<file path="src/sv/mqtt_resp_pkg.sv">
// Shared types and constants for the MQTT control packet responder.
// Holds parser phase codes, packet type codes, response codes and the result beat type.
// No dependencies.
`default_nettype none

package mqtt_resp_pkg;

   localparam int PHASE_W = 4;

   localparam logic [PHASE_W-1:0] PH_HEADER     = 4'd0;
   localparam logic [PHASE_W-1:0] PH_LENGTH     = 4'd1;
   localparam logic [PHASE_W-1:0] PH_SKIP       = 4'd2;
   localparam logic [PHASE_W-1:0] PH_ID_HI      = 4'd3;
   localparam logic [PHASE_W-1:0] PH_ID_LO      = 4'd4;
   localparam logic [PHASE_W-1:0] PH_TOPIC_HI   = 4'd5;
   localparam logic [PHASE_W-1:0] PH_TOPIC_LO   = 4'd6;
   localparam logic [PHASE_W-1:0] PH_TOPIC_BODY = 4'd7;
   localparam logic [PHASE_W-1:0] PH_PAYLOAD    = 4'd8;

   localparam logic [3:0] KIND_CONNECT     = 4'd1;
   localparam logic [3:0] KIND_PUBLISH     = 4'd3;
   localparam logic [3:0] KIND_PUBREL      = 4'd6;
   localparam logic [3:0] KIND_SUBSCRIBE   = 4'd8;
   localparam logic [3:0] KIND_UNSUBSCRIBE = 4'd10;
   localparam logic [3:0] KIND_PINGREQ     = 4'd12;

   localparam logic [7:0] CODE_CONNACK  = 8'h20;
   localparam logic [7:0] CODE_PUBACK   = 8'h40;
   localparam logic [7:0] CODE_PUBREC   = 8'h50;
   localparam logic [7:0] CODE_PUBCOMP  = 8'h70;
   localparam logic [7:0] CODE_SUBACK   = 8'h90;
   localparam logic [7:0] CODE_UNSUBACK = 8'hB0;
   localparam logic [7:0] CODE_PINGRESP = 8'hD0;

   localparam logic [1:0] REG_TOPIC_LIMIT   = 2'd0;
   localparam logic [1:0] REG_PAYLOAD_LIMIT = 2'd1;
   localparam logic [1:0] REG_SUB_LIMIT     = 2'd2;
   localparam logic [1:0] REG_UNSUB_LIMIT   = 2'd3;

   localparam logic [15:0] TOPIC_LIMIT_RST   = 16'd1024;
   localparam logic [27:0] PAYLOAD_LIMIT_RST = 28'd8192;
   localparam logic [27:0] SUB_LIMIT_RST     = 28'd1024;
   localparam logic [27:0] UNSUB_LIMIT_RST   = 28'd1025;

   localparam logic OUT_RESPONSE = 1'b0;
   localparam logic OUT_PAYLOAD  = 1'b1;

   // Most result beats a single input byte can cause (SUBACK).
   localparam int QUEUE_DEPTH = 5;
   localparam int COUNT_W     = $clog2(QUEUE_DEPTH + 1);

   typedef struct packed {
      logic       kind;
      logic [7:0] data;
      logic       last;
      logic       conn;
   } beat_type;

   function automatic beat_type make_beat(input logic kind, input logic [7:0] data,
                                          input logic last, input logic conn);
      beat_type bt;
      bt.kind = kind;
      bt.data = data;
      bt.last = last;
      bt.conn = conn;
      return bt;
   endfunction

endpackage

`default_nettype wire

</file>
<file path="src/sv/mqtt_control_packet_responder.sv">
// Top level of the MQTT control packet responder: byte parser and result queue.
// Depends on mqtt_resp_pkg.
//
// Latency: a result beat is presented the cycle after the byte that causes it is taken.
// Throughput: one byte per cycle when it causes at most one beat and rsp_tready is high;
// after a byte that causes more beats (CONNACK, PINGRESP, id replies, SUBACK, up to five)
// the input stays blocked while the queue drains, one beat per cycle with rsp_tready high.
// Reset (synchronous, active high) returns the parser to the fixed header, clears the
// connected flag, empties the queue and restores the default limits.
`default_nettype none

module mqtt_control_packet_responder
   import mqtt_resp_pkg::*;
(
   input  wire logic        clock,
   input  wire logic        reset,
   input  wire logic        req_tvalid,
   output logic             req_tready,
   input  wire logic [7:0]  req_tdata,   // [7:0] rx_byte
   output logic             rsp_tvalid,
   input  wire logic        rsp_tready,
   output logic [15:0]      rsp_tdata,   // [7:0] out_data, [8] session_connected, rest zero
   output logic             rsp_tuser,   // [0] out_kind
   output logic             rsp_tlast,
   input  wire logic        csr_we,
   input  wire logic [1:0]  csr_addr,
   input  wire logic [27:0] csr_wdata
);

   // Configuration.
   logic [15:0] topic_limit_ff;
   logic [27:0] payload_limit_ff;
   logic [27:0] sub_limit_ff;
   logic [27:0] unsub_limit_ff;

   // Parser state.
   logic [PHASE_W-1:0] phase_ff, phase_in;
   logic [3:0]         kind_ff, kind_in;
   logic [1:0]         qos_ff, qos_in;
   logic [27:0]        rem_ff, rem_in;
   logic [2:0]         lcnt_ff, lcnt_in;
   logic [27:0]        left_ff, left_in;
   logic [15:0]        topic_ff, topic_in;
   logic [7:0]         id_hi_ff, id_hi_in;
   logic               fwd_ff, fwd_in;
   logic               conn_ff, conn_in;

   // Result queue; entry 0 is the beat on the bus.
   beat_type           q_ff [QUEUE_DEPTH];
   beat_type           q_in [QUEUE_DEPTH];
   logic [COUNT_W-1:0] cnt_ff, cnt_in;

   beat_type           resp [QUEUE_DEPTH];
   logic [COUNT_W-1:0] resp_n;

   logic               req_fire;
   logic               rsp_fire;
   logic [7:0]         rx_byte;
   logic [27:0]        len_part;
   logic [27:0]        rem_next;
   logic [2:0]         lcnt_next;
   logic [27:0]        left_dec;
   logic [15:0]        topic_full;
   logic [15:0]        topic_dec;
   logic [1:0]         qos_lvl;
   logic [27:0]        pay_sub;
   logic [27:0]        pay_len;
   logic               pay_ok;
   logic [7:0]         reply_code;

   assign rx_byte    = req_tdata;
   assign rsp_tvalid = (cnt_ff != '0);
   assign rsp_fire   = rsp_tvalid && rsp_tready;
   // The input is taken whenever the queue is empty or its last beat leaves now.
   assign req_tready = (cnt_ff == '0) || ((cnt_ff == COUNT_W'(1)) && rsp_tready);
   assign req_fire   = req_tvalid && req_tready;

   assign rsp_tdata = {7'd0, q_ff[0].conn, q_ff[0].data};
   assign rsp_tuser = q_ff[0].kind;
   assign rsp_tlast = q_ff[0].last;

   // QoS 3 behaves as QoS 0.
   assign qos_lvl = (qos_ff == 2'd3) ? 2'd0 : qos_ff;

   always_comb begin
      case (lcnt_ff[1:0])
         2'd0:    len_part = {21'd0, rx_byte[6:0]};
         2'd1:    len_part = {14'd0, rx_byte[6:0], 7'd0};
         2'd2:    len_part = {7'd0, rx_byte[6:0], 14'd0};
         default: len_part = {rx_byte[6:0], 21'd0};
      endcase
   end

   assign rem_next   = rem_ff | len_part;
   assign lcnt_next  = lcnt_ff + 3'd1;
   assign left_dec   = left_ff - 28'd1;
   assign topic_full = {topic_ff[15:8], rx_byte};
   assign topic_dec  = topic_ff - 16'd1;

   // Payload length is the remaining length less the topic field and the packet id.
   assign pay_sub = {12'd0, topic_full} + 28'd2 + ((qos_lvl != 2'd0) ? 28'd2 : 28'd0);
   assign pay_len = rem_ff - pay_sub;
   assign pay_ok  = (rem_ff >= pay_sub) && (pay_len <= payload_limit_ff);

   assign reply_code = (kind_ff == KIND_PUBLISH)
                          ? ((qos_lvl == 2'd1) ? CODE_PUBACK : CODE_PUBREC)
                          : ((kind_ff == KIND_PUBREL) ? CODE_PUBCOMP : CODE_UNSUBACK);

   always_comb begin
      phase_in = phase_ff;
      kind_in  = kind_ff;
      qos_in   = qos_ff;
      rem_in   = rem_ff;
      lcnt_in  = lcnt_ff;
      left_in  = left_ff;
      topic_in = topic_ff;
      id_hi_in = id_hi_ff;
      fwd_in   = fwd_ff;
      conn_in  = conn_ff;
      resp_n   = '0;
      for (int i = 0; i < QUEUE_DEPTH; i++) begin
         resp[i] = '0;
      end

      if (req_fire) begin
         case (phase_ff)
            PH_HEADER: begin
               kind_in  = rx_byte[7:4];
               qos_in   = rx_byte[2:1];
               rem_in   = '0;
               lcnt_in  = '0;
               fwd_in   = 1'b0;
               phase_in = PH_LENGTH;
            end
            PH_LENGTH: begin
               rem_in  = rem_next;
               lcnt_in = lcnt_next;
               if (rx_byte[7]) begin
                  // A length field longer than four bytes drops the packet.
                  if (lcnt_next >= 3'd4) begin
                     phase_in = PH_HEADER;
                  end
               end else begin
                  left_in  = rem_next;
                  phase_in = PH_SKIP;
                  case (kind_ff)
                     KIND_CONNECT: begin
                        conn_in = 1'b1;
                        resp_n  = COUNT_W'(4);
                        resp[0] = make_beat(OUT_RESPONSE, CODE_CONNACK, 1'b0, 1'b1);
                        resp[1] = make_beat(OUT_RESPONSE, 8'h02, 1'b0, 1'b1);
                        resp[2] = make_beat(OUT_RESPONSE, 8'h00, 1'b0, 1'b1);
                        resp[3] = make_beat(OUT_RESPONSE, 8'h00, 1'b1, 1'b1);
                     end
                     KIND_PINGREQ: begin
                        resp_n  = COUNT_W'(2);
                        resp[0] = make_beat(OUT_RESPONSE, CODE_PINGRESP, 1'b0, conn_ff);
                        resp[1] = make_beat(OUT_RESPONSE, 8'h00, 1'b1, conn_ff);
                     end
                     KIND_PUBLISH: phase_in = PH_TOPIC_HI;
                     KIND_PUBREL:  phase_in = PH_ID_HI;
                     KIND_SUBSCRIBE: begin
                        if (rem_next <= sub_limit_ff) begin
                           phase_in = PH_ID_HI;
                        end
                     end
                     KIND_UNSUBSCRIBE: begin
                        if (rem_next <= unsub_limit_ff) begin
                           phase_in = PH_ID_HI;
                        end
                     end
                     default: ;
                  endcase
                  if (rem_next == '0) begin
                     phase_in = PH_HEADER;
                  end
               end
            end
            default: begin
               left_in = left_dec;
               case (phase_ff)
                  PH_TOPIC_HI: begin
                     topic_in = {rx_byte, 8'd0};
                     phase_in = PH_TOPIC_LO;
                  end
                  PH_TOPIC_LO: begin
                     topic_in = topic_full;
                     if (topic_full > topic_limit_ff) begin
                        phase_in = PH_SKIP;
                     end else begin
                        fwd_in = pay_ok;
                        if (topic_full != '0) begin
                           phase_in = PH_TOPIC_BODY;
                        end else if (qos_lvl != 2'd0) begin
                           phase_in = PH_ID_HI;
                        end else begin
                           phase_in = PH_PAYLOAD;
                        end
                     end
                  end
                  PH_TOPIC_BODY: begin
                     topic_in = topic_dec;
                     if (topic_dec == '0) begin
                        phase_in = (qos_lvl != 2'd0) ? PH_ID_HI : PH_PAYLOAD;
                     end
                  end
                  PH_ID_HI: begin
                     id_hi_in = rx_byte;
                     phase_in = PH_ID_LO;
                  end
                  PH_ID_LO: begin
                     phase_in = PH_SKIP;
                     if (kind_ff == KIND_SUBSCRIBE) begin
                        resp_n  = COUNT_W'(5);
                        resp[0] = make_beat(OUT_RESPONSE, CODE_SUBACK, 1'b0, conn_ff);
                        resp[1] = make_beat(OUT_RESPONSE, 8'h03, 1'b0, conn_ff);
                        resp[2] = make_beat(OUT_RESPONSE, id_hi_ff, 1'b0, conn_ff);
                        resp[3] = make_beat(OUT_RESPONSE, rx_byte, 1'b0, conn_ff);
                        resp[4] = make_beat(OUT_RESPONSE, 8'h00, 1'b1, conn_ff);
                     end else begin
                        resp_n  = COUNT_W'(4);
                        resp[0] = make_beat(OUT_RESPONSE, reply_code, 1'b0, conn_ff);
                        resp[1] = make_beat(OUT_RESPONSE, 8'h02, 1'b0, conn_ff);
                        resp[2] = make_beat(OUT_RESPONSE, id_hi_ff, 1'b0, conn_ff);
                        resp[3] = make_beat(OUT_RESPONSE, rx_byte, 1'b1, conn_ff);
                        if (kind_ff == KIND_PUBLISH) begin
                           phase_in = PH_PAYLOAD;
                        end
                     end
                  end
                  PH_PAYLOAD: begin
                     if (fwd_ff) begin
                        resp_n  = COUNT_W'(1);
                        resp[0] = make_beat(OUT_PAYLOAD, rx_byte, (left_dec == '0), conn_ff);
                     end
                  end
                  default: ;
               endcase
               if (left_dec == '0) begin
                  phase_in = PH_HEADER;
               end
            end
         endcase
      end
   end

   always_comb begin
      cnt_in = cnt_ff;
      for (int i = 0; i < QUEUE_DEPTH; i++) begin
         q_in[i] = q_ff[i];
      end
      if (req_fire) begin
         cnt_in = resp_n;
         for (int i = 0; i < QUEUE_DEPTH; i++) begin
            q_in[i] = resp[i];
         end
      end else if (rsp_fire) begin
         cnt_in = cnt_ff - COUNT_W'(1);
         for (int i = 0; i < QUEUE_DEPTH - 1; i++) begin
            q_in[i] = q_ff[i + 1];
         end
      end
   end

   always_ff @(posedge clock) begin
      if (reset) begin
         topic_limit_ff   <= TOPIC_LIMIT_RST;
         payload_limit_ff <= PAYLOAD_LIMIT_RST;
         sub_limit_ff     <= SUB_LIMIT_RST;
         unsub_limit_ff   <= UNSUB_LIMIT_RST;
      end else if (csr_we) begin
         case (csr_addr)
            REG_TOPIC_LIMIT:   topic_limit_ff   <= csr_wdata[15:0];
            REG_PAYLOAD_LIMIT: payload_limit_ff <= csr_wdata;
            REG_SUB_LIMIT:     sub_limit_ff     <= csr_wdata;
            REG_UNSUB_LIMIT:   unsub_limit_ff   <= csr_wdata;
            default: ;
         endcase
      end
   end

   always_ff @(posedge clock) begin
      if (reset) begin
         phase_ff <= PH_HEADER;
         kind_ff  <= '0;
         qos_ff   <= '0;
         rem_ff   <= '0;
         lcnt_ff  <= '0;
         left_ff  <= '0;
         topic_ff <= '0;
         id_hi_ff <= '0;
         fwd_ff   <= 1'b0;
         conn_ff  <= 1'b0;
         cnt_ff   <= '0;
      end else begin
         phase_ff <= phase_in;
         kind_ff  <= kind_in;
         qos_ff   <= qos_in;
         rem_ff   <= rem_in;
         lcnt_ff  <= lcnt_in;
         left_ff  <= left_in;
         topic_ff <= topic_in;
         id_hi_ff <= id_hi_in;
         fwd_ff   <= fwd_in;
         conn_ff  <= conn_in;
         cnt_ff   <= cnt_in;
      end
   end

   always_ff @(posedge clock) begin
      for (int i = 0; i < QUEUE_DEPTH; i++) begin
         q_ff[i] <= q_in[i];
      end
   end

endmodule

`default_nettype wire
</file>
<file path="config.mk">
export PLATFORM = sky130hd
export DESIGN_NAME = mqtt_control_packet_responder
export DESIGN_NICKNAME = d
export VERILOG_FILES = /design/src/sv/mqtt_resp_pkg.sv /design/src/sv/mqtt_control_packet_responder.sv
export SDC_FILE = /design/constraint.sdc
export NUM_CORES = 1
export LEC_CHECK = 0
export BUFFER_PORTS_ARGS = -buffer_cell sky130_fd_sc_hd__buf_2
export CORE_UTILIZATION = 39
export CTS_CLUSTER_SIZE = 12
export DETAILED_ROUTE_END_ITERATION = 10
export GPL_ROUTABILITY_DRIVEN = 0
export PLACE_DENSITY = 0.58
export SKIP_LAST_GASP = 1
export SYNTH_ARGS = -nofsm -noshare
export SYNTH_HDL_FRONTEND = slang
export SYNTH_SLANG_ARGS = --single-unit
</file>
<file path="constraint.sdc">
create_clock -name clock -period 5.6 [get_ports clock]
set_clock_uncertainty 0.15 [all_clocks]
set_input_delay 0.56 -clock clock [delete_from_list [all_inputs] [get_ports clock]]
set_output_delay 0.56 -clock clock [all_outputs]
set_load 0.1 [all_outputs]
</file>
After elaboration in Yosys (flattened, before gate mapping)
Memory sizes are Yosys's and may differ from the RTL's.
Cells that the tools add are included.
Word-level totals
  RAM bits: 55
  register bits after elaboration: 198
  output and inout bits: 20
  memories: 1
  input port bits: 43
Memories
  q_ff: words 5, width 11, rd ports 5, clocked after memory_dff 0, wr ports 5, line mqtt_control_packet_responder.sv:49  | beat_type q_ff [QUEUE_DEPTH];
Cells by class
  bitwise logic cells: 6
  equal/unequal tests: 25
  muxes and demuxes: 50
  reduce and logical (&&, ||, !) cells: 35
  $add $sub $neg: 7
  order comparisons: 6
Operators with widths (number)
  $mux W44: 3
  $pmux W28 S2: 2
  $pmux W44 S2: 1
  $mux W43: 2
  $le A28 B28 Y1: 3
  $pmux W28 S3: 1
  $logic_not A28 Y1: 2
  $pmux W16 S3: 1
  $pmux W21 S2: 1
  $mux W4: 9
  $mux W11: 3
  $ge A28 B18 Y1: 1
  $mux W28: 1
  $or A28 B28 Y28: 1
  $sub A28 B1 Y28 const B: 1
  $sub A28 B18 Y28: 1
  $pmux W3 S2: 4
  $pmux W11 S2: 1
  $eq A4 B3 Y1 const B: 5
  $pmux W4 S5: 1
  $add A17 B2 Y18: 1
  $add A16 B2 Y17 const B: 1
  $eq A4 B4 Y1 const B: 4
  $gt A16 B16 Y1: 1
  37 further kinds: 78

Depth between registers and ports, before layout
Gate-level depths: netlist of the first run.
  depth in word-level cells: 11
  gate-level depth with buffers: 26
  mapped depth without buffers: 26

Worst setup path before layout of the first run
Ideal clock, no wire load.
  path type: input-to-reg
  start: input port req_tdata[1]
  end: register fwd_ff
  setup slack: 0.547 ns
  stages: 24
  path buffers: 1
  arrival: 4.846 ns
  path through: clkbuf_1 -> inv_1 -> ha_1 -> inv_1 -> ha_1 -> ha_1 -> nand3_1 -> xor2_1 -> ha_1 -> a2111oi_0 -> o21ai_0 -> a211oi_1 -> o21ai_0 -> a31oi_1 -> nand3_1 -> xnor2_1 -> ha_1 -> a21o_1 -> a21o_1 -> a21oi_1 -> o21ai_0 -> a311oi_1 -> o211a_1 -> a31o_2
Between the ends
  word-level cells in the longest chain between the ends: 8
  elaborated cells on any way between the ends: 12
  those cells by class: add/sub (3); order compare (3); eq/ne (1); mux (3); reduce/logical (2)
Ends and longest elaborated chain
  start, declared: line mqtt_control_packet_responder.sv:19  | input wire logic [7:0] req_tdata,
  $add A16 B2 Y17: line mqtt_control_packet_responder.sv:101  | assign pay_sub = {12'd0, topic_full} + 28'd2 + ((qos_lvl != 2'd0) ? 28'd2 : 28'd0);
  $add A17 B2 Y18: line mqtt_control_packet_responder.sv:101
  $sub A28 B18 Y28: line mqtt_control_packet_responder.sv:102  | assign pay_len = rem_ff - pay_sub;
  $le A28 B28 Y1: line mqtt_control_packet_responder.sv:103  | assign pay_ok = (rem_ff >= pay_sub) && (pay_len <= payload_limit_ff);
  $logic_and A1 B1 Y1: line mqtt_control_packet_responder.sv:103
  $mux W1: line mqtt_control_packet_responder.sv:188  | if (topic_full > topic_limit_ff) begin
  $mux W1: line mqtt_control_packet_responder.sv:181  | case (phase_ff)
  $pmux W1 S2: line mqtt_control_packet_responder.sv:126  | case (phase_ff)
  end signal, assigned: line mqtt_control_packet_responder.sv:304  | fwd_ff <= fwd_in;
  end, declared: line mqtt_control_packet_responder.sv:45  | logic fwd_ff, fwd_in;
Several ways; a longest one is shown, not always the timed one. The select of a mux whose other input is x is not followed.
A chain may end at the register's enable or synchronous reset.

Final worst setup path of the first run
  start: register qos_ff[1]
  end: register fwd_ff
Between the ends
  word-level cells in the longest chain between the ends: 11
  elaborated cells on any way between the ends: 12
  those cells by class: add/sub (2); order compare (2); eq/ne (1); mux (5); reduce/logical (2)
Ends and longest elaborated chain
  start, declared: line mqtt_control_packet_responder.sv:39  | logic [1:0] qos_ff, qos_in;
  start signal, assigned: line mqtt_control_packet_responder.sv:298  | qos_ff <= qos_in;
  $eq A2 B2 Y1: line mqtt_control_packet_responder.sv:83  | assign qos_lvl = (qos_ff == 2'd3) ? 2'd0 : qos_ff;
  $mux W2 (*): line mqtt_control_packet_responder.sv:83
  $reduce_bool A2 Y1 (*): line mqtt_control_packet_responder.sv:101
  $mux W2 (*): line mqtt_control_packet_responder.sv:101
  $add A17 B2 Y18 (*): line mqtt_control_packet_responder.sv:101
  $sub A28 B18 Y28: line mqtt_control_packet_responder.sv:102
  $le A28 B28 Y1: line mqtt_control_packet_responder.sv:103
  $logic_and A1 B1 Y1 (*): line mqtt_control_packet_responder.sv:103
  $mux W1 (*): line mqtt_control_packet_responder.sv:188
  $mux W1 (*): line mqtt_control_packet_responder.sv:181
  $pmux W1 S2 (*): line mqtt_control_packet_responder.sv:126
Every way passes the cells marked *; elsewhere a longest branch is shown, timed or not. The select of a mux whose other input is x is not followed.

==> results.md, run 1 <==
* Status: complete, no violations
* Largest cells by area after synthesis: dfxtp_1 27%, ha_1 11%, nand2_1 8.2%
* Crit path largest cell delay at roughly 0.34 ns
* Slew Limit Fails at 0
* Total global-route track usage at 0.229
* XOR/XNOR Fraction of Synth Area at 0.0280
* Largest net degree at the start of global routing at around 100
* Synthesized cell area at between 15,000 and 20,000 um^2
* Clock Power Share at 0.229
* Net Sw Power at 3.92 mW
* Post-synth cell types at 86
* Most used cell, CP: ha_1
* Period minus WS final at approximately 5.2 ns
* Clock Tree Root: clkbuf_16
* Vert. Die Dim at 200 um
* EDFF count, synth at 36
* Fmax at about 190 MHz
* Cell family with most CP delay: compound AO/OA/AOI/OAI gates
* PnR Total Power at 8.70 mW
* Drt pass-1 iters at 6
* CP bufs+invs at 3
* Slew @ Worst Pin at around 1.3 ns
* Initial core utilization at 0.396
* Final HPWL DP at about 33,000 um
* Share of cells above drive strength 1 at 0.0842
* Crit path kind: reg -> reg
* Post-route setup TNS at 0 ns
* Compound-Gate Fraction of Synth Area at 0.209
* Layout area overhead at 10.5%
* CP max FO at 6
* Vias in the first global route at around 13,000
* Reg2Reg Depth at 25
* R2r setup slk at approximately 0.4 ns
* Num CTS Buffers at 30
* Post-synth top area cell: dfxtp_1
* Worst Setup SP: qos_ff[1]
* Number of max-cap violations at 0
* Clock slew at reported path FFs at around 0.070 ns
* Vias per inst at approximately 5.6
* Wire per inst at 18.5 um
* H-tree Lvls at 1
* Gate power share at 0.494
* IR drop worst, VDD at about 340 uV
* Finished Layout Cells at 2,513
* Layout Nets at 2,149
* GRT overflow at 0
* Sequential power share at 0.277
* Startpoint types: flip-flop
* Most frequent cell after synthesis: nand2_1
* ANT nets after route at 0
* Worst r2r src: qos_ff[1]
* Yosys warns at 0
* Vias at 14,000
* Final Setup Violations at 0
* DIE AREA at about 40,000 um^2
* Crit path DAT at 5.56 ns
* Critical-path top delay cell: ha_1
* Worst Setup End Kind: flip-flop
* Final WL at around 46,000 um
* PortBufs at 55
* Hold_sp: csr_wdata[18]
* Core area at 38,600 um^2
* FP Rows at approximately 70
* Post-Synth Adder-Cell Area at 0.110
* Mapped Avg Cell Area at approximately 7.7 um^2
* Post-synthesis simple-gate area fraction at 0.238
* Initial antenna violation count at 0
* Initial DRC Count at 1,036
* # diodes at 0
* Skew-Pair Late Insertion Delay at around 0.57 ns
* Worst hold slack at between 0.1 and 0.15 ns
* First-pass GRT wire length at 73,900 um
* Tcrit/Tclk final at 0.929
* Synth Instances at 1,985
* CTS tree: yes
* Pleak at about 7 nW
* Io pins at 63
* Seq/Total Area, Yosys at 0.339
* Post-synthesis mux area share at 0.00392
* Fill count at about 4,000
* Reg-to-Reg End: fwd_ff
* Placed cells at 2,457
* CTS Sinks at 241
* CP Capture Point: fwd_ff
* Main flop type after synthesis: dfxtp_1
* RSZ-0062 raised after global routing: false
* Horiz. Die Dim at about 200 um
* DRC viols at 0
* PwrDens at 514 nW/um^2
* Top cells by count, synth: 334 x nand2_1, 244 x a21oi_1, 205 x dfxtp_1
* Sw frac at 0.451
* Relative slew slack at 0.147
* Combinational family with the most area after synthesis: simple AND/OR/NAND/NOR gates
* FFs w/ async S/R, synth at 0
* Clk buf depth at 3
* #FFs+latches synth at between 200 and 250
* Hold Vio Cnt, Final at 0
* Synth top area share at 0.268
* Int Pwr at about 4.8 mW
* CP required at 5.96 ns
* Hold WC Path Type: in -> reg
* Levels on crit path at 25
[stage by stage]
stage | utilization | worst slack (ns) | cell area, um^2
6_report | 0.438 | 0.398 | 16900
3_3_place_gp | 0.411 | 0.377 | 15900
4_1_cts | 0.437 | 0.308 | 16900
5_1_grt | 0.438 | 0.0120 | 16900
2_1_floorplan | - | 0.547 | 15300
3_5_place_dp | 0.411 | 0.313 | 15900
[registers in the layout, indices dropped and copies added (netlist names)]
signal            flops
cnt_ff                3
conn_ff               1
fwd_ff                1
id_hi_ff              8
kind_ff               4
lcnt_ff               3
left_ff              28
payload_limit_ff     28
phase_ff              4
q_ff                 43
qos_ff                2
rem_ff               28
sub_limit_ff         28
topic_ff             16
topic_limit_ff       16
unsub_limit_ff       28
[layout make-up]
type / count / area [um^2] / area share
Tap cell: 518 / 648 / 0.0383
Multi-Input combinational cell: 1483 / 9080 / 0.536
Sequential cell: 241 / 5190 / 0.307
Timing Repair Buffer: 83 / 492 / 0.0291
Inverter: 133 / 499 / 0.0295
Clock buffer: 40 / 860 / 0.0508
Clock inverter: 15 / 158 / 0.00932
[layer usage]
metal	share of wire	vias to the layer above	global-route usage
met5	0	-	0
met4	0.029	0	0.0679
met3	0.060	76	0.0340
met2	0.45	405	0.365
met1	0.46	6629	0.318
li1	-	6897	-
[worst min-delay path by stage]
stage | to | slack (ns) | cells past startpoint
floorplan | q_ff[0][20] | 0.29 | 2
global placement | payload_limit_ff[3] | 0.29 | 2
detailed placement | payload_limit_ff[3] | 0.30 | 2
CTS | sub_limit_ff[18] | 0.09 | 3
global route | sub_limit_ff[17] | 0.11 | 3
finish | sub_limit_ff[18] | 0.12 | 3
[worst reg2reg max path, stage by stage (launching register included)]
cell	delay (ns)
dfxtp_1	0.32
inv_1	0.04
ha_1	0.34
ha_1	0.21
inv_1	0.05
ha_1	0.24
ha_2	0.25
nand3_1	0.10
xor2_1	0.17
ha_1	0.23
a2111oi_0	0.33
o21ai_0	0.23
a211oi_2	0.33
o21ai_0	0.15
a31oi_1	0.22
buf_4	0.18
nand3_1	0.09
xnor2_1	0.20
ha_1	0.20
a21o_1	0.15
a21o_1	0.17
a21oi_1	0.12
o21ai_0	0.12
a311oi_1	0.23
o211a_1	0.19
a31o_2	0.14
[placed cells by master (no fill, tap or decap), types with 5 or more instances in the layout]
cell	Yosys	routed
clkbuf_8	0	5
clkbuf_16	0	31
buf_2	6	54
and3_1	6	6
a22oi_1	12	12
a221o_1	5	5
buf_4	17	28
nor3b_1	8	7
nand3b_1	7	7
a211oi_1	10	9
clkinv_2	0	7
a31oi_1	6	6
nor3_1	41	40
a21oi_1	244	244
xnor2_1	31	31
or4_1	5	5
edfxtp_1	36	36
nor2_1	134	131
mux2i_1	6	6
o21a_1	6	6
ha_1	133	131
nor2b_1	16	16
nand3_1	61	61
o211ai_1	15	15
dfxtp_1	205	204
a21o_1	63	63
nand2b_1	19	19
nand2_1	334	334
xor2_1	18	18
nor4_1	20	20
a22o_1	11	11
nand4_1	44	44
inv_1	133	133
nand4b_1	5	5
a2111oi_0	5	5
o21ai_0	97	97
or3_1	11	11
and2_1	16	16
conb_1	1	7
[power by group through the flow]
| stage | clock network (mW) | registers [mW] | logic [mW] |
|---|---|---|---|
| 5_1_grt | 2.11 | 2.45 | 4.77 |
| 2_1_floorplan | 0 | 2.37 | 3.50 |
| 6_report | 2.00 | 2.41 | 4.30 |
| 3_5_place_dp | 0 | 2.44 | 4.25 |
| 4_1_cts | 2.04 | 2.40 | 4.27 |
| 3_3_place_gp | 0 | 2.43 | 4.21 |
[what timing repair did]
action                     CTS  global route
resized for setup            0             4
setup endpoints to repair    0             1
hold endpoints to repair     0             0
buffers inserted             0             1
hold buffers                 0             0
[cell families after synthesis]
family	after synthesis
muxes	6
and+or+nand+nor	760
AOI/OAI and AO/OA	527
buffers and inverters	267
adders and majority gates	134
other	1
xor gates and xnor gates	49
DFF	241
(Power assumes the default switching activity.)
==> run 2: changes to the inputs <==
Settings changed: CORE_UTILIZATION 39 to 50, PLACE_DENSITY 0.58 to 0.7.
==> run 2 against run 1 <==
Effect of this change: setup slack lost 0.088 ns; sequential share of layout area increased by 0.43 points; critical path depth grew 1; register-to-register slack got worse by 0.09 ns; utilization increased by 12 points; wire length fell by 4.1%.
==> results.md, run 2 (synthesis results as in run 1) <==
* Crit path kind: reg -> reg
* First-pass GRT wire length at 70,600 um (-4.5%)
* Finished Layout Cells at 2,374 (-5.5%)
* Final instance area at 16,700 um^2 (-1.4%)
* Worst Setup End Kind: flip-flop
* Clock Tree Root: clkbuf_16
* Startpoint types: flip-flop
* Placed cell areas at 15,700 um^2 (-1.2%)
* Layout area overhead at 8.95%
* Metal2 WL at 20,200 um (-3.3%)
* Placed cells at 2,324 (-5.4%)
* Post-layout worst setup margin at 0.310 ns (-0.0881 ns)
* Worst Setup SP: qos_ff[1]
* Clock slew at reported path FFs at 0.06 ns (about the same)
* Status: complete, no violations
* Fill count at 2,834 (-29%)
* DRC viols at 0 (unchanged)
* Final WL at 44,600 um (-4.1%)
* Largest net degree at the start of global routing at 74 (-27%)
* Number of max-cap violations at 0 (unchanged)
* Slew @ Worst Pin at 1.18 ns (-0.0926 ns)
* Multi-input logic area at 9110 um^2 (+0.39%)
* PwrDens at 514 nW/um^2 (about the same)
* Hold_sp: csr_wdata[18]
* Worst hold slack at 0.134 ns (+0.0184 ns)
* CTS Sinks at 241 (unchanged)
* Vias in the first global route at 13,400 (+2.6%)
* Most frequent cells in the layout: 334 x nand2_1, 244 x a21oi_1, 204 x dfxtp_1
* CP max FO at 6 (unchanged)
* Share of cells above drive strength 1 at 0.0806 (-0.00357)
* Fmax at 189 MHz (-1.7%)
* FP Rows at 63 (-13%)
* Hold WC Path Type: in -> reg
* Vert. Die Dim at 177 um (-12%)
* ANT nets after route at 0 (unchanged)
* Pleak at 6.79 nW (-0.63%)
* Reg2Reg Depth at 26 (+4.0%)
* Slew Limit Fails at 0 (unchanged)
* Initial core utilization at 0.513 (+0.116)
* IR drop worst, VDD at 372 uV (+10%)
* Hold Vio Cnt, Final at 0 (unchanged)
* Relative slew slack at 0.211 (+0.0641)
* Period minus WS final at 5.29 ns (+0.0881 ns)
* Worst hold path depth at 3 (unchanged)
* H-tree Lvls at 1 (unchanged)
* Max FFs per register at 43 (unchanged)
* Io pins at 63 (unchanged)
* Horiz. Die Dim at 177 um (-12%)
* Initial antenna violation count at 0 (unchanged)
* CTS tree: yes
* CP required at 5.94 ns (-0.02 ns)
* Initial DRC Count at 1,301 (+26%)
* DIE AREA at 31,300 um^2 (-22%)
* Skew-Pair Late Insertion Delay at 0.55 ns (-0.02 ns)
* DRT met1 WL at 19,600 um (-8.4%)
* Wire per inst at 18.8 um (+1.6%)
* Most common cell after layout, fill and taps aside: nand2_1
* Total global-route track usage at 0.283 (+0.0545)
* Final HPWL DP at 31,700 um (-5.3%)
* Storage element area at 5190 um^2 (unchanged)
* # diodes at 0 (unchanged)
* Core area at 29,900 um^2 (-23%)
* PortBufs at 55 (unchanged)
* Met3 routed WL at 2810 um (unchanged)
* Num CTS Buffers at 28 (-6.7%)
* Pre-CTS WS at -0.116 ns (-0.430 ns)
* Biggest register: q_ff
* Worst r2r src: qos_ff[1]
* Cts-stage hold buffer count at 0 (unchanged)
* Vias at 14,200 (+1.3%)
* Top layer in use: met4
* Tcrit/Tclk final at 0.945 (+0.0157)
* Vias per inst at 5.98 (+7.2%)
* Final Setup Violations at 0 (unchanged)
* Clk buf depth at 3 (unchanged)
* Drt pass-1 iters at 5 (-1)
* Layout Nets at 2,142 (-0.33%)
* PnR Total Power at 8.58 mW (-1.4%)
* Crit path DAT at 5.63 ns (+0.07 ns)
* GRT overflow at 0 (unchanged)
## run 2: layer usage
| metal | up-vias | GRT usage |
|---|---|---|
| met2 | 516 | 0.460 |
| li1 | 6888 | - |
| met1 | 6655 | 0.373 |
| met3 | 129 | 0.0423 |
| met5 | - | 0 |
| met4 | 0 | 0.122 |
## run 2: what timing repair did
item / CTS / global route
setup endpoints to repair: 1 / 1
setup buffers: 0 / 1
gates resized for setup: 2 / 10
pin swaps: 0 / 2
## run 2: path summary, 6_finish.rpt
kind | endpoint | slack, ns
setup reg to reg | fwd_ff | 0.31
hold reg to reg | unsub_limit_ff[23] | 0.30
hold / removal | sub_limit_ff[18] | 0.13
setup / recovery | fwd_ff | 0.31
## run 2: report_power, final
part           internal, mW  total [mW]  switching, mW  leakage [nW]
sequential             2.13        2.40          0.277          2.03
clock                  1.15        1.89          0.738         0.472
combinational          1.43        4.28           2.86          4.29
total                  4.71        8.58           3.87          6.79
## run 2: stage by stage
stage	utilization	setup TNS [ns]
floorplan	-	0
global placement	0.525	0
detailed placement	0.525	-0.116
CTS	0.557	0
global route	0.559	-0.0261
finish	0.559	0
## run 2: worst max-delay path: stages, from the launching register on
cell and delay (ns):
dfxtp_1 0.33, inv_1 0.05, ha_1 0.36, ha_1 0.21, inv_1 0.05, ha_1 0.24, ha_2 0.26, nand2_1 0.10
nor2_1 0.22, nand3_1 0.12, xor2_1 0.18, ha_1 0.37, a21oi_1 0.17, o21bai_1 0.08, a21oi_1 0.20, nand2_1 0.12
o21ai_4 0.25, nand3b_1 0.14, xnor2_1 0.17, ha_1 0.29, a21o_1 0.18, a21o_1 0.16, a21oi_1 0.15, o21ai_1 0.10
a311oi_1 0.24, o211a_1 0.20, a31o_2 0.14
## run 2: final cells by class
class	instances	area share
Inverter	133	0.0299
Clock buffer	40	0.0496
Tap cell	390	0.0292
Clock inverter	9	0.00720
Timing Repair Buffer	78	0.0272
Multi-Input combinational cell	1483	0.546
Sequential cell	241	0.311
==> run 3: changes to the inputs <==
Settings changed: ABC_AREA from default to 1, GPL_TIMING_DRIVEN from default to 1.
Clock period 5.6 ns to 6.1 ns, I/O delays scaled along.
==> run 3 against run 2 <==
Effect of this change: wire length decreased by 0.38%; global-route usage up 0.70 points; first-iteration DRC count grew 3.0%; utilization up 0.16 points; critical endpoint unchanged; clock-buffer cell count grew 1; critical path depth rose by 4.
==> results.md, run 3 <==
* Status: complete, no violations
* Sw frac at 0.500 (+0.0484)
* Mapped Avg Cell Area at 7.11 um^2 (-7.9%)
* Initial core utilization at 0.510 (-0.00284)
* Net Sw Power at 5.16 mW (+33%)
* Num CTS Buffers at 28 (unchanged)
* CP max FO at 5 (-1)
* Vias per inst at 5.66 (-5.2%)
* Largest net degree at the start of global routing at 141 (+91%)
* EDFF count, synth at 36 (unchanged)
* Cell family with most CP delay: simple AND/OR/NAND/NOR gates
* CP Capture Point: fwd_ff
* Post-CTS setup buffers at 0 (unchanged)
* Gate power share at 0.603 (+0.104)
* Synth top area share at 0.271 (+0.00292)
* Layout Nets at 2,323 (+8.5%)
* IR drop worst, VDD at 270 uV (-28%)
* Drt pass-1 iters at 6 (+1)
* Most common cell after layout, fill and taps aside: nand2_1
* Crit path largest cell delay at 0.39 ns (+0.02 ns)
* Tcrit/Tclk final at 0.866 (-0.0783)
* Post-synth cell types at 48 (-44%)
* Final WL at 44,400 um (-0.38%)
* Share of cells above drive strength 1 at 0.0803 (-0.000350)
* Fill count at 2,829 (-0.18%)
* Crit path DAT at 5.62 ns (about the same)
* CTS tree: yes
* Io pins at 63 (unchanged)
* Synthesized cell area at 15,100 um^2 (-1.1%)
* Worst r2r src: qos_ff[1]
* Main flop type after synthesis: dfxtp_1
* Hold WC Path Type: in -> reg
* Relative slew slack at 0.0916 (-0.119)
* GRT overflow at 0 (unchanged)
* Top cells by count, synth: 388 x nand2_1, 274 x inv_1, 245 x a21oi_1
* Initial DRC Count at 1,340 (+3.0%)
* Seq/Total Area, Yosys at 0.342 (+0.00369)
* Fmax at 189 MHz (about the same)
* Initial antenna violation count at 0 (unchanged)
* Critical-path top delay cell: ha_1
* Vert. Die Dim at 176 um (-0.53%)
* Most used cell, CP: ha_1
* Biggest register: q_ff
* Clock Power Share at 0.175 (-0.045)
* Clock Tree Root: clkbuf_16
* Worst Setup SP: qos_ff[1]
* Layout area overhead at 9.88%
* CP required at 6.43 ns (+0.49 ns)
* Startpoint types: flip-flop
* ANT nets after route at 0 (unchanged)
* Placed cell areas at 15,600 um^2 (-0.27%)
* Core area at 29,700 um^2 (-0.53%)
* Post-route setup TNS at 0 ns (unchanged)
* #FFs+latches synth at 241 (unchanged)
* Max FFs per register at 43 (unchanged)
* DIE AREA at 31,000 um^2 (-1.1%)
* Slew @ Worst Pin at 1.35 ns (+0.165 ns)
* Reg2Reg Depth at 30 (+15%)
* First-pass GRT wire length at 71,700 um (+1.6%)
* Period minus WS final at 5.28 ns (-0.00525 ns)
* # diodes at 0 (unchanged)
* Int Pwr at 5.17 mW (+9.8%)
* Total global-route track usage at 0.290 (+0.00697)
* Clk buf depth at 3 (unchanged)
* Crit path kind: reg -> reg
* Met3 Use GR at 0.0459 (+0.00355)
* Largest cells by area after synthesis: dfxtp_1 27%, ha_1 11%, nand2_1 9.6%
* Most frequent cells in the layout: 388 x nand2_1, 273 x inv_1, 245 x a21oi_1
* Vias at 14,500 (+2.1%)
* PwrDens at 620 nW/um^2 (+21%)
* GR Util met2 at 0.481 (+0.0210)
* Yosys warns at 0 (unchanged)
* RSZ-0062 raised after global routing: false
* Most frequent cell after synthesis: nand2_1
* R2r setup slk at 0.82 ns (+0.51 ns)
* H-tree Lvls at 1 (unchanged)
* CP bufs+invs at 3 (+1)
* Pleak at 7.42 nW (+9.2%)
* FFs w/ async S/R, synth at 0 (unchanged)
* PortBufs at 55 (unchanged)
* Most used routing layer: met2
* Worst Setup End Kind: flip-flop
* Sequential power share at 0.222 (-0.058)
* Reg-to-Reg End: fwd_ff
* CTS Sinks at 241 (unchanged)
* Met1 Usage GRT at 0.377 (+0.00392)
* Vias in the first global route at 13,700 (+2.7%)
* Final instance area at 16,600 um^2 (-0.24%)
* Final HPWL DP at 33,400 um (+5.3%)
* Clock slew at reported path FFs at 0.06 ns (about the same)
* FP Rows at 63 (unchanged)
* Synth Instances at 2,131 (+7.4%)
* Final Setup Violations at 0 (unchanged)
* DRC viols at 0 (unchanged)
* Slew Limit Fails at 0 (unchanged)
* Hold Vio Cnt, Final at 0 (unchanged)
* Horiz. Die Dim at 176 um (-0.53%)
* Skew-Pair Late Insertion Delay at 0.56 ns (about the same)
* Wire per inst at 17.4 um (-7.5%)
* Post-synth top area cell: dfxtp_1
* Number of max-cap violations at 0 (unchanged)
* Levels on crit path at 30 (+15%)
==> run 3: cell types whose count changed after synthesis, sizes merged, moves of 34 or more <==
cell,before,now
a21o,63,4
clkbuf,98,64
inv,133,282
nand2,334,400
nor2,134,222
o21ai,100,211
==> run 3: how the worst min path moves through the flow <==
stage	slack (ns)	cells after the start	to	from
floorplan	0.27	2	q_ff[0][15]	q_ff[0][26]
global placement	0.28	2	q_ff[0][20]	q_ff[0][31]
detailed placement	0.29	2	q_ff[0][16]	q_ff[0][27]
CTS	0.18	3	unsub_limit_ff[0]	csr_wdata[0]
global route	0.21	3	sub_limit_ff[10]	csr_wdata[10]
finish	0.20	3	unsub_limit_ff[0]	csr_wdata[0]
==> run 3: repair_timing <==
item,in CTS,in global routing
endpoints found under the setup margin,0,1
endpoints found under the hold margin,0,0
resized for setup,0,1
hold buffers,0,0
==> run 3: power groups by stage <==
stage | Sequential, mW | Combinational, mW | Clock [mW]
2_1_floorplan | 2.27 | 4.76 | 0
3_3_place_gp | 2.31 | 5.96 | 0
3_5_place_dp | 2.31 | 6.10 | 0
4_1_cts | 2.29 | 6.13 | 1.83
5_1_grt | 2.33 | 7.00 | 1.90
6_report | 2.29 | 6.23 | 1.81
==> run 3: cells by family (layout without fill, tap and decap cells) <==
logic type	Yosys count	count (layout)	synth area share
buffers and inverters	377	407	0.0983
flip-flops	241	241	0.342
other	1	7	0.000248
AND/OR/NAND/NOR	788	788	0.227
AO/OA/AOI/OAI	544	544	0.194
adder cells (fa/ha/maj)	134	134	0.111
XOR/XNOR	46	46	0.0271
==> run 3: cell type report <==
cell class | count | area [um^2] | share of cell area
multi-input combinational | 1519 | 8510 | 0.511
sequential | 241 | 5180 | 0.311
inverter | 286 | 1070 | 0.0646
clock buffer | 41 | 841 | 0.0505
tap | 390 | 488 | 0.0293
timing repair buffer | 70 | 388 | 0.0233
clock inverter | 10 | 158 | 0.00947
==> run 3: through the flow <==
step / hold slack (ns) / utilization / std cells / power, mW / worst slack (ns)
final: 0.202 / 0.560 / 2557 / 10.3 / 0.816
after global routing: 0.214 / 0.560 / 2557 / 11.2 / 0.0637
after CTS: 0.178 / 0.560 / 2557 / 10.3 / 0.790
after detailed placement: 0.288 / 0.526 / 2506 / 8.41 / 0.618
after global placement: 0.276 / 0.526 / 2506 / 8.27 / 0.831
after floorplan: 0.273 / - / 2137 / 7.03 / 1.24
==> run 3: worst reg2reg max path, delay by kind of cell (launching register included) <==
kind | cells | cell delay (ns)
and+or+nand+nor | 17 | 2.47
buffers and inverters | 3 | 0.16
AOI/OAI and AO/OA | 3 | 0.52
DFF | 1 | 0.31
adders and majority gates | 5 | 1.38
xor gates and xnor gates | 2 | 0.24
==> run 3: metal layers <==
metal	vias to the layer above	routed length [um]	share of wire
met3	124	3480	0.078
met2	579	20200	0.45
li1	7111	-	-
met4	0	1790	0.040
met5	-	0	0
met1	6670	19000	0.43
